`src/hw/rtl/papc_pkg.sv`:
```
// Package for the periodic alarm persistence check.
// Holds register indexes, entry modes, widths and the field selection helpers.
// No dependencies.
`default_nettype none

package papc_pkg;

    localparam int CNT_W      = 16;
    localparam int CFG_W      = 64;
    localparam int CFG_IDX_W  = 3;
    localparam int STATUS_W   = 32;
    localparam int ENTRY_W    = 2;
    localparam int LSTATE_W   = 4;
    localparam int LTIME_W    = 16;
    localparam int LTIME_Q_W  = 13;
    localparam int MODES_W    = 8;
    localparam int MODE_W     = 2;
    localparam int MUL_W      = 32;
    localparam int DIV10_SH   = 19;

    localparam logic [CNT_W-1:0]    CNT_MAX        = 16'hFFFF;
    localparam logic [LSTATE_W-1:0] LINK_MIN_STATE = 4'd4;
    localparam logic [16:0]         DIV10_RECIP    = 17'd52429;

    typedef enum logic [CFG_IDX_W-1:0] {
        REG_CHECK_PERIODS    = 3'd0,
        REG_RUN_THRESHOLDS   = 3'd1,
        REG_FAULT_MASKS_LOW  = 3'd2,
        REG_FAULT_MASKS_HIGH = 3'd3,
        REG_ENTRY_MODES      = 3'd4
    } cfg_reg_t;

    typedef enum logic [MODE_W-1:0] {
        MODE_BIT_SET   = 2'd0,
        MODE_BIT_CLEAR = 2'd1,
        MODE_LINK      = 2'd2,
        MODE_RESERVED  = 2'd3
    } entry_mode_t;

    typedef struct packed {
        logic [CNT_W-1:0] cyc_next;
        logic [CNT_W-1:0] run_next;
        logic             alarm;
        logic             sampled;
    } eval_res_t;

    function automatic logic [CNT_W-1:0] field16(input logic [CFG_W-1:0] packed_w,
                                                 input logic [ENTRY_W-1:0] e);
        return packed_w[{e, 4'b0000} +: CNT_W];
    endfunction

    function automatic logic [STATUS_W-1:0] mask_sel(input logic [CFG_W-1:0] lo,
                                                     input logic [CFG_W-1:0] hi,
                                                     input logic [ENTRY_W-1:0] e);
        logic [CFG_W-1:0] w;
        w = e[1] ? hi : lo;
        return e[0] ? w[CFG_W-1:STATUS_W] : w[STATUS_W-1:0];
    endfunction

    function automatic logic [CNT_W-1:0] sat_inc(input logic [CNT_W-1:0] v);
        return (v == CNT_MAX) ? CNT_MAX : v + 1'b1;
    endfunction

endpackage

`default_nettype wire

```
`src/hw/rtl/papc_eval.sv`:
```
// Per-tick evaluation of one alarm entry: period gate, fault test, run count.
// Purely combinational; depends on papc_pkg.
`default_nettype none

module papc_eval (
    input  wire logic [papc_pkg::CNT_W-1:0]     cyc,
    input  wire logic [papc_pkg::CNT_W-1:0]     run,
    input  wire logic [papc_pkg::CNT_W-1:0]     period,
    input  wire logic [papc_pkg::CNT_W-1:0]     thr,
    input  wire logic [papc_pkg::STATUS_W-1:0]  mask,
    input  wire logic [papc_pkg::MODE_W-1:0]    mode,
    input  wire logic [papc_pkg::STATUS_W-1:0]  status_word,
    input  wire logic                           link_sync,
    input  wire logic [papc_pkg::LSTATE_W-1:0]  link_state,
    input  wire logic [papc_pkg::LTIME_Q_W-1:0] ltime_q,
    output papc_pkg::eval_res_t                 res
);

    logic [papc_pkg::CNT_W-1:0] cyc_inc;
    logic [papc_pkg::CNT_W-1:0] run_upd;
    logic [papc_pkg::CNT_W:0]   ext_thr;
    logic                       hit;
    logic                       fault;

    assign cyc_inc = papc_pkg::sat_inc(cyc);
    assign hit     = (status_word & mask) != '0;
    assign ext_thr = {1'b0, thr} + {{(papc_pkg::CNT_W + 1 - papc_pkg::LTIME_Q_W){1'b0}}, ltime_q};

    always_comb
    begin
        case (mode)
            papc_pkg::MODE_LINK:      fault = link_sync & hit;
            papc_pkg::MODE_BIT_CLEAR: fault = ~hit;
            default:                  fault = hit;
        endcase
    end

    assign run_upd = fault ? papc_pkg::sat_inc(run) : '0;

    always_comb
    begin
        res.cyc_next = '0;
        res.run_next = run_upd;
        res.alarm    = 1'b0;
        res.sampled  = 1'b1;
        if (cyc_inc < period)
        begin
            res.cyc_next = cyc_inc;
            res.run_next = run;
            res.sampled  = 1'b0;
        end
        else if (run_upd >= thr)
        begin
            if (mode == papc_pkg::MODE_LINK && link_state < papc_pkg::LINK_MIN_STATE)
            begin
                res.cyc_next = cyc_inc;
                res.run_next = '0;
            end
            else if (mode == papc_pkg::MODE_LINK && {1'b0, run_upd} < ext_thr)
            begin
                res.cyc_next = cyc_inc;
            end
            else
            begin
                res.alarm    = 1'b1;
                res.run_next = '0;
            end
        end
    end

endmodule

`default_nettype wire

```
`src/hw/rtl/periodic_alarm_persistence_check.sv`:
```
// Top level of the periodic alarm persistence check: config registers,
// input and result registers, per-entry counters. Depends on papc_pkg, papc_eval.
//
//   channel | signals                                         | direction
//   in      | in_valid, in_stall, entry, status_word,         | into block
//           | link_sync, link_state, link_stable_time         |
//   out     | out_valid, out_stall, alarm_raised,             | out of block
//           | alarm_entry, sampled                            |
//   cfg     | cfg_we, cfg_index, cfg_data                     | into block
//
// One transaction per cycle sustained while out_stall is low; the path is the input
// register, then evaluation against the counters into the result register.
// The divide of link_stable_time by ten is a reciprocal multiply before the
// input register. Reset clears config, counters and valid flags.
// in_stall rises only while a held result is stalled and the input register is full.
`default_nettype none

module periodic_alarm_persistence_check #(
    parameter int NUM_ALARMS = 4
) (
    input  wire logic                              clk,
    input  wire logic                              rst_n,
    input  wire logic                              cfg_we,
    input  wire logic [papc_pkg::CFG_IDX_W-1:0]    cfg_index,
    input  wire logic [papc_pkg::CFG_W-1:0]        cfg_data,
    input  wire logic                              in_valid,
    output logic                                   in_stall,
    input  wire logic [papc_pkg::ENTRY_W-1:0]      entry,
    input  wire logic [papc_pkg::STATUS_W-1:0]     status_word,
    input  wire logic                              link_sync,
    input  wire logic [papc_pkg::LSTATE_W-1:0]     link_state,
    input  wire logic [papc_pkg::LTIME_W-1:0]      link_stable_time,
    output logic                                   out_valid,
    input  wire logic                              out_stall,
    output logic                                   alarm_raised,
    output logic [papc_pkg::ENTRY_W-1:0]           alarm_entry,
    output logic                                   sampled
);

    localparam int IDX_W = (NUM_ALARMS > 1) ? $clog2(NUM_ALARMS) : 1;

    logic [papc_pkg::CFG_W-1:0]     periods_reg;
    logic [papc_pkg::CFG_W-1:0]     thresholds_reg;
    logic [papc_pkg::CFG_W-1:0]     masks_low_reg;
    logic [papc_pkg::CFG_W-1:0]     masks_high_reg;
    logic [papc_pkg::MODES_W-1:0]   modes_reg;

    logic [papc_pkg::CNT_W-1:0]     cyc_reg [NUM_ALARMS];
    logic [papc_pkg::CNT_W-1:0]     run_reg [NUM_ALARMS];

    logic                           iv_reg;
    logic [papc_pkg::ENTRY_W-1:0]   ientry_reg;
    logic [papc_pkg::STATUS_W-1:0]  istatus_reg;
    logic                           isync_reg;
    logic [papc_pkg::LSTATE_W-1:0]  istate_reg;
    logic [papc_pkg::LTIME_Q_W-1:0] iltq_reg;

    logic                           ov_reg;
    logic                           oalarm_reg;
    logic [papc_pkg::ENTRY_W-1:0]   oentry_reg;
    logic                           osampled_reg;

    logic [papc_pkg::MUL_W-1:0]     ltime_prod;
    logic [papc_pkg::LTIME_Q_W-1:0] ltime_q_next;
    logic                           advance;
    logic                           in_range;
    logic                           commit;
    logic [IDX_W-1:0]               idx;
    papc_pkg::eval_res_t            res;

    assign ltime_prod   = {{(papc_pkg::MUL_W - papc_pkg::LTIME_W){1'b0}}, link_stable_time}
                          * {{(papc_pkg::MUL_W - 17){1'b0}}, papc_pkg::DIV10_RECIP};
    assign ltime_q_next = ltime_prod[papc_pkg::DIV10_SH +: papc_pkg::LTIME_Q_W];

    assign advance  = ~ov_reg | ~out_stall;
    assign in_stall = iv_reg & ~advance;
    assign commit   = iv_reg & advance;
    assign in_range = {1'b0, ientry_reg} < 3'(NUM_ALARMS);
    assign idx      = IDX_W'(ientry_reg);

    papc_eval u_eval (
        .cyc         (cyc_reg[idx]),
        .run         (run_reg[idx]),
        .period      (papc_pkg::field16(periods_reg, ientry_reg)),
        .thr         (papc_pkg::field16(thresholds_reg, ientry_reg)),
        .mask        (papc_pkg::mask_sel(masks_low_reg, masks_high_reg, ientry_reg)),
        .mode        (modes_reg[{ientry_reg, 1'b0} +: papc_pkg::MODE_W]),
        .status_word (istatus_reg),
        .link_sync   (isync_reg),
        .link_state  (istate_reg),
        .ltime_q     (iltq_reg),
        .res         (res)
    );

    always_ff @(posedge clk or negedge rst_n)
    begin
        if (!rst_n)
        begin
            periods_reg    <= '0;
            thresholds_reg <= '0;
            masks_low_reg  <= '0;
            masks_high_reg <= '0;
            modes_reg      <= '0;
        end
        else if (cfg_we)
        begin
            case (cfg_index)
                papc_pkg::REG_CHECK_PERIODS:    periods_reg    <= cfg_data;
                papc_pkg::REG_RUN_THRESHOLDS:   thresholds_reg <= cfg_data;
                papc_pkg::REG_FAULT_MASKS_LOW:  masks_low_reg  <= cfg_data;
                papc_pkg::REG_FAULT_MASKS_HIGH: masks_high_reg <= cfg_data;
                papc_pkg::REG_ENTRY_MODES:      modes_reg      <= cfg_data[papc_pkg::MODES_W-1:0];
                default: ;
            endcase
        end
    end

    always_ff @(posedge clk or negedge rst_n)
    begin
        if (!rst_n)
        begin
            for (int i = 0; i < NUM_ALARMS; i++)
            begin
                cyc_reg[i] <= '0;
                run_reg[i] <= '0;
            end
        end
        else if (commit && in_range)
        begin
            cyc_reg[idx] <= res.cyc_next;
            run_reg[idx] <= res.run_next;
        end
    end

    always_ff @(posedge clk or negedge rst_n)
    begin
        if (!rst_n)
        begin
            iv_reg <= 1'b0;
            ov_reg <= 1'b0;
        end
        else
        begin
            if (!in_stall)
            begin
                iv_reg <= in_valid;
            end
            if (advance)
            begin
                ov_reg <= iv_reg;
            end
        end
    end

    always_ff @(posedge clk)
    begin
        if (in_valid && !in_stall)
        begin
            ientry_reg  <= entry;
            istatus_reg <= status_word;
            isync_reg   <= link_sync;
            istate_reg  <= link_state;
            iltq_reg    <= ltime_q_next;
        end
        if (commit)
        begin
            oentry_reg   <= ientry_reg;
            oalarm_reg   <= in_range & res.alarm;
            osampled_reg <= in_range & res.sampled;
        end
    end

    assign out_valid    = ov_reg;
    assign alarm_raised = oalarm_reg;
    assign alarm_entry  = oentry_reg;
    assign sampled      = osampled_reg;

    a_alarm_needs_sample: assert property (@(posedge clk) disable iff (!rst_n)
        out_valid |-> (!alarm_raised || sampled))
        else $error("alarm raised without a sample");

    a_stall_only_when_full: assert property (@(posedge clk) disable iff (!rst_n)
        in_stall |-> (iv_reg && ov_reg && out_stall))
        else $error("input stalled without a held result");

    a_alarm_clears_run: assert property (@(posedge clk) disable iff (!rst_n)
        (commit && in_range && res.alarm) |=> (run_reg[$past(idx)] == '0))
        else $error("run counter not cleared after alarm");

    a_out_of_range_quiet: assert property (@(posedge clk) disable iff (!rst_n)
        (out_valid && ({1'b0, alarm_entry} >= 3'(NUM_ALARMS))) |-> (!sampled && !alarm_raised))
        else $error("entry beyond range produced a sample");

endmodule

`default_nettype wire
```
`config.mk`:
```
export PLATFORM = sky130hd
export DESIGN_NAME = periodic_alarm_persistence_check
export DESIGN_NICKNAME = d
export VERILOG_FILES = /design/src/hw/rtl/papc_pkg.sv /design/src/hw/rtl/papc_eval.sv /design/src/hw/rtl/periodic_alarm_persistence_check.sv
export SDC_FILE = /design/constraint.sdc
export NUM_CORES = 1
export LEC_CHECK = 0
export BUFFER_PORTS_ARGS = -buffer_cell sky130_fd_sc_hd__buf_2
export CAP_MARGIN = 20
export CORE_MARGIN = 2
export CORE_UTILIZATION = 60
export CTS_BUF_LIST = sky130_fd_sc_hd__clkbuf_16
export DETAILED_ROUTE_END_ITERATION = 6
export PLACE_DENSITY_LB_ADDON = 0.3
export SYNTH_ARGS = -nofsm -noshare
export SYNTH_HDL_FRONTEND = slang
export SYNTH_SLANG_ARGS = --single-unit
```
`constraint.sdc`:
```
create_clock -name clk -period 9.94 [get_ports clk]
set_clock_uncertainty 0.2 [all_clocks]
set_input_delay 1.491 -clock clk [delete_from_list [all_inputs] [get_ports clk]]
set_output_delay 1.491 -clock clk [all_outputs]
set_load 0.02 [all_outputs]
```
# Word level (Yosys, flattened, before mapping)
# Cells that the tools add are included.
[totals]
regBits = 450
latchBits = 0
mem_bits_rw = 0
mem_bits_ro = 0
input_bits = 127
memories = 0
[classes]
n_addsub = 3
n_mul = 1
div_mod_pow = 0
order_cmp = 6
eq_ne = 8
shifts = 3
mux = 23
bitwise = 11
n_reduce_logical = 13
[ops]
columns = ["cell", "count"]
rows = [
  ["$mux 16", 9],
  ["$bwmux 64", 2],
  ["$shiftx 64x7->16", 2],
  ["$mux 32", 3],
  ["$bmux 16 s2", 2],
  ["$mux 64", 1],
  ["$mux 33", 1],
  ["$add 16x1->16 const B", 2],
  ["$and 32x32->32", 1],
  ["$demux 16 s2", 1],
  ["$eq 16x16->1 const B", 2],
  ["$mul 16x16->32 const B", 1],
  ["$reduce_bool 32->1", 1],
  ["$add 16x13->17", 1],
  ["$lt 16x17->1", 1],
  ["$mux 17", 1],
  ["$ge 16x16->1", 1],
  ["$lt 16x16->1", 1],
  ["$reduce_and 2->1", 5],
  ["$shiftx 8x4->2", 1],
  ["$eq 3x2->1 const B", 2],
  ["$not 1->1", 5],
  ["$logic_and 1x1->1", 4],
  ["$lt 4x3->1 const B", 1],
  ["14 further kinds", 17],
]

# Logic depth before layout (Yosys ltp)
[depth]
ltp_word = 14
ltp_mapped = 28
depth_no_buf = 22

# Cells and area by module
# From an unflattened synthesis, not the netlist that was laid out.
[hier_totals]
cells_unflattened = 1901
area_unflattened_um2 = 25967.4
[modules_own_cells]
columns = ["module", "n_inst", "cells_each", "area_each_um2", "seq_area_each_um2"]
rows = [
  ["periodic_alarm_persistence_check", 1, 1475, 22990.8, 11541.1],
  ["papc_eval", 1, 426, 2976.6, 0.0],
]

# Least setup slack after synthesis
# OpenSTA, ideal clock, no wires.
[synth_timing]
kind = "register -> register"
from = "register ientry_reg, in the netlist idx[0]"
to = "register run_reg[15] (netlist name)"
setup_ns = 0.104
arrival_time_ns = 6.461
required_ns = 9.636
slack_ns = 3.176
path_stages_with_launch = 27
synth_period_minus_slack_ns = 6.764
cell_sequence = "edfxtp_1 > buf_2 > buf_6 > buf_4 > buf_4 > clkbuf_1 > buf_1 > mux4_2 > ha_1 > fa_1 > a211oi_1 > o21bai_1 > or4_1 > a31o_2 > a21oi_1 > xor2_1 > ha_1 > a21oi_1 > o21a_1 > o21a_1 > o21a_1 > o21a_1 > o221a_2 > buf_1 > o21ai_2 > or2_2 > a221oi_1"
[synth_via]
elab_chain_cells = 14
elab_cells_between_ends = 41
cone_classes = "3 x add/sub; 5 x order compare; 4 x eq/ne; 3 x shift; 18 x mux; 4 x bitwise; 4 x reduce/logical"
[synth_lines]
columns = ["element", "line_no", "rtl"]
rows = [
  ["start, declared", "periodic_alarm_persistence_check.sv:52", "logic [papc_pkg::ENTRY_W-1:0] ientry_reg;"],
  ["start signal, assigned", "periodic_alarm_persistence_check.sv:159", "ientry_reg <= entry;"],
  ["parallel branches: the longest is 13 deep, another holds $add 16x13->17", "n/a", ""],
  ["$bwmux 64 *", "periodic_alarm_persistence_check.sv:131", "run_reg[idx] <= res.run_next;"],
  ["end signal, assigned by index", "periodic_alarm_persistence_check.sv:131", ""],
  ["end, declared", "periodic_alarm_persistence_check.sv:49", "logic [papc_pkg::CNT_W-1:0] run_reg [NUM_ALARMS];"],
]
# Mark *: on every way between the ends. The select of a mux whose other input is x is not followed.
# A chain may end at the register's enable or synchronous reset.

# Worst setup path after layout
[layout_timing]
from = "register ientry_reg, in the netlist idx[1]"
to = "register run_reg[63] (netlist name)"
[layout_via]
elab_chain_cells = 14
elab_cells_between_ends = 42
cone_classes = "3 x add/sub; 5 x order compare; 4 x eq/ne; 3 x shift; 19 x mux; 4 x bitwise; 4 x reduce/logical"
[layout_lines]
columns = ["element", "line_no"]
rows = [
  ["parallel branches: the longest is 13 deep, another holds $add 16x13->17", "n/a"],
  ["$bwmux 64 *", "periodic_alarm_persistence_check.sv:131"],
]
# Marks and branches as above.

==> results.txt <==
Status - finished clean
Final period util - 79.0%
Yosys warns - 0
Main flop type after synthesis - dfrtp_1
CTS tree - done
Setup TNS - 0 ps
I/O Buffers - 130
CP arrival - 8130 ps
Clock tree buffer depth - 3
Setup violations, final - 0
Vias in the first global route - 18200
Clock sinks - 448
Placed cell count - 2723
Drt drc - 0
R2R Path End - run_reg[63]
Slew headroom - 27.9%
Cell family with most CP delay - compound AO/OA/AOI/OAI gates
Crit path cell chain - buf_4 > mux4_2 > a22oi_1 > nand4_1 > or4_4 > o31ai_1 > nand2_1 > a21oi_1 > ha_1 > o211a_1 > a221o_1 > a31oi_1 > o21ai_0 > o21ai_1 > o21ai_2 > or2_2 > a221oi_1
Layout Nets - 2593
Crit start category - register
Max Transition Viols Final - 0
Ports - 133
Final ANT Viol Nets - 0
RSZ-0062 raised after global routing - no
Post-CTS sizing - 0
Vias - 17200
Comb power frac - 38.2%
CP endpoint kind - register
R2R Path Start - idx[1]
CTS root buf - clkbuf_16
Initial Util - 60.7%
Fin crit period - 7860 ps
R2R setup slack - 2080 ps
Part of the power in registers - 35.2%
Slowest Stage Delay on Critical Path - 740 ps
Placed cell area - 27300 µm²
Finished Cell Area - 29000 µm²
Internal Power - 4540 µW
Tightest Pin Transition - 1080 ps
Die area - 45300 µm²
Initial antenna violation count - 9
Core area - 43100 µm²
Fillers - 3050
Sequential share of the synthesized area - 43.9%
Final Power - 6900 µW
Worst R2R Path Depth - 17
Sw power - 2360 µW
Cell depth of the worst setup path - 17
Final Hold Fails - 0
Worst path required time - 10210 ps
Largest net degree at the start of global routing - 197
Post-synthesis cell type count - 74
Ys async rst share - 87.9%
Total wire length - 61900 µm
Clock-pin slew on the worst setup and hold paths - 60 ps
Hpwl dp - 44200 µm
Post-Syn Nets - 2470
First-pass GRT wire length - 99000 µm
Post-CTS Hold Buffers - 0
Post-synth EDFFs - 54
Worst Setup Path Type - reg -> reg
Gr ovfl total - 0
Clk network pwr share - 26.7%
Iter 0 DRT Violations - 1209
Crit-path max FO - 25
Inserted Clock Buffers - 47
Drt via density - 6.12
Fin cells - 2817
Pwr dens - 238 nW/µm²
Worst skew pair latency - 600 ps
Ratio of cells with drive above 1 in the final layout - 31.1%
Slowest-stage cell, CP - o21ai_1
Layout area overhead - 11.1%
Synth Instances - 2067
Global placement routability congestion - 0.896
WL/cell - 22.0 µm
Setup crit start - idx[1]
Die X - 213 µm
Maximum vdd drop - 160 µV
Synthesis-stage register bit count - 448
Post-Syn Area - 26100 µm²
Syn_area_per_cell - 12.6 µm²
CP endpoint - run_reg[63]
Max cap viols - 0
Switching Share - 34.2%
Rows - 76
Max H-tree Level - 2
CP bufs+invs - 1
Hold WC Path Type - reg -> reg
Drt pass-1 iters - 5
Fmax - 0.127 GHz
# Post-CTS Setup Buffers - 0
Die Ht - 213 µm
Leak - 0.0134 µW
GRT Resource Usage Total - 28.6%
-- tightest hold or removal path, stage by stage, from the launching register on --
cell	delay, ps
dfrtp_1	350
nand2_1	50
nand2_1	50
-- cells in the final DEF, fill, tap and decap left out, types with 7 or more instances in the layout --
cell type  count
ha_1         194
a221oi_1      23
nand4_1       14
and3_1        13
clkbuf_16     53
edfxtp_1      54
fa_1          82
xor2_1        18
nor2_1        51
nand2_1      148
mux4_1         7
a22oi_1        8
o21a_1         9
buf_4         21
a21o_1        14
o21ai_2       27
nand3_1       32
xnor2_1       23
mux2i_1       10
clkinv_2      13
o21ai_0       67
inv_1        195
a211oi_1       8
nor3_1        13
mux4_2        72
buf_2        129
mux2_2       326
dfrtp_1      394
a21oi_1       70
o211ai_1      10
nand2b_1       7
-- worst min path at each step --
stage | startpoint | to | slack (ps) | cells past startpoint
4_1_cts | cyc_reg[19] | cyc_reg[19] | 270 | 2
3_3_place_gp | cyc_reg[51] | cyc_reg[51] | 250 | 2
5_1_grt | cyc_reg[19] | cyc_reg[19] | 280 | 2
3_5_place_dp | cyc_reg[19] | cyc_reg[19] | 260 | 2
6_report | cyc_reg[19] | cyc_reg[19] | 270 | 2
2_1_floorplan | idx[0] | alarm_entry[0] | 220 | 0
-- layout make-up --
cell class                      instances  area (µm²)  share of cell area [%]
Clock inverter                         33         313                    1.08
Tap cell                              585         732                    2.52
Sequential cell                       448       11500                    39.5
Timing Repair Buffer                  155         893                    3.08
Antenna cell                            5        12.5                  0.0431
Clock buffer                           53        1330                    4.57
Inverter                              187         702                    2.42
Multi-Input combinational cell       1351       13600                    46.8
-- power groups by stage --
| stage | clock, µW | combinational, µW | sequential (µW) |
|---|---|---|---|
| after floorplan | 0 | 1950 | 2390 |
| after global routing | 1940 | 2960 | 2460 |
| after detailed placement | 0 | 2590 | 2450 |
| after CTS | 1870 | 2640 | 2420 |
| final | 1840 | 2630 | 2430 |
| after global placement | 0 | 2480 | 2420 |
-- Yosys cell counts (all sizes together), types with 4 or more instances --
| cell | instances | area [µm²] |
|---|---|---|
| a211oi | 8 | 60.1 |
| a21o | 14 | 105 |
| a21oi | 70 | 350 |
| a221oi | 23 | 201 |
| a222oi | 4 | 40.0 |
| a22oi | 9 | 72.6 |
| a31o | 4 | 43.8 |
| a31oi | 6 | 37.5 |
| and2 | 8 | 50.1 |
| and3 | 13 | 81.3 |
| and4 | 6 | 52.6 |
| buf | 29 | 214 |
| clkbuf | 52 | 195 |
| dfrtp | 394 | 9860 |
| edfxtp | 54 | 1620 |
| fa | 82 | 1640 |
| ha | 194 | 2430 |
| inv | 187 | 702 |
| mux2 | 326 | 3670 |
| mux2i | 10 | 100 |
| mux4 | 79 | 1810 |
| nand2 | 155 | 638 |
| nand2b | 7 | 43.8 |
| nand3 | 33 | 165 |
| nand4 | 14 | 87.6 |
| nor2 | 52 | 195 |
| nor2b | 4 | 25.0 |
| nor3 | 15 | 75.1 |
| o211ai | 10 | 75.1 |
| o21a | 9 | 67.6 |
| o21ai | 101 | 618 |
| o221a | 5 | 56.3 |
| o22ai | 4 | 25.0 |
| or2 | 5 | 31.3 |
| or3 | 5 | 31.3 |
| xnor2 | 23 | 201 |
| xor2 | 18 | 158 |
-- stage by stage --
stage | setup slack [ps] | hold WS [ps] | utilization [%]
after CTS | 2150 | 271 | 67.3
after global routing | 1820 | 284 | 67.4
after floorplan | 3180 | 221 | -
after global placement | 2260 | 246 | 63.5
final | 2080 | 271 | 67.4
after detailed placement | 2140 | 257 | 63.5
-- logic make-up after synthesis --
logic type / Yosys count / share of synthesized area [%]
AOI/OAI and AO/OA: 293 / 7.60
xor gates and xnor gates: 41 / 1.37
adders and majority gates: 276 / 15.6
buffers and inverters: 268 / 4.25
DFF: 448 / 43.9
muxes: 415 / 21.3
and+or+nand+nor: 326 / 5.96
-- routing by layer --
metal | vias to the layer above | GRT usage [%] | share of wire, % | wire (µm)
met4 | 6 | 10.8 | 3.5 | 2190
met3 | 135 | 4.50 | 5.5 | 3420
met5 | - | 0 | 0.058 | 36
met2 | 544 | 48.2 | 49 | 30500
met1 | 8862 | 37.6 | 42 | 25800
li1 | 7700 | - | - | -
Power figures use the tool's default switching activity.
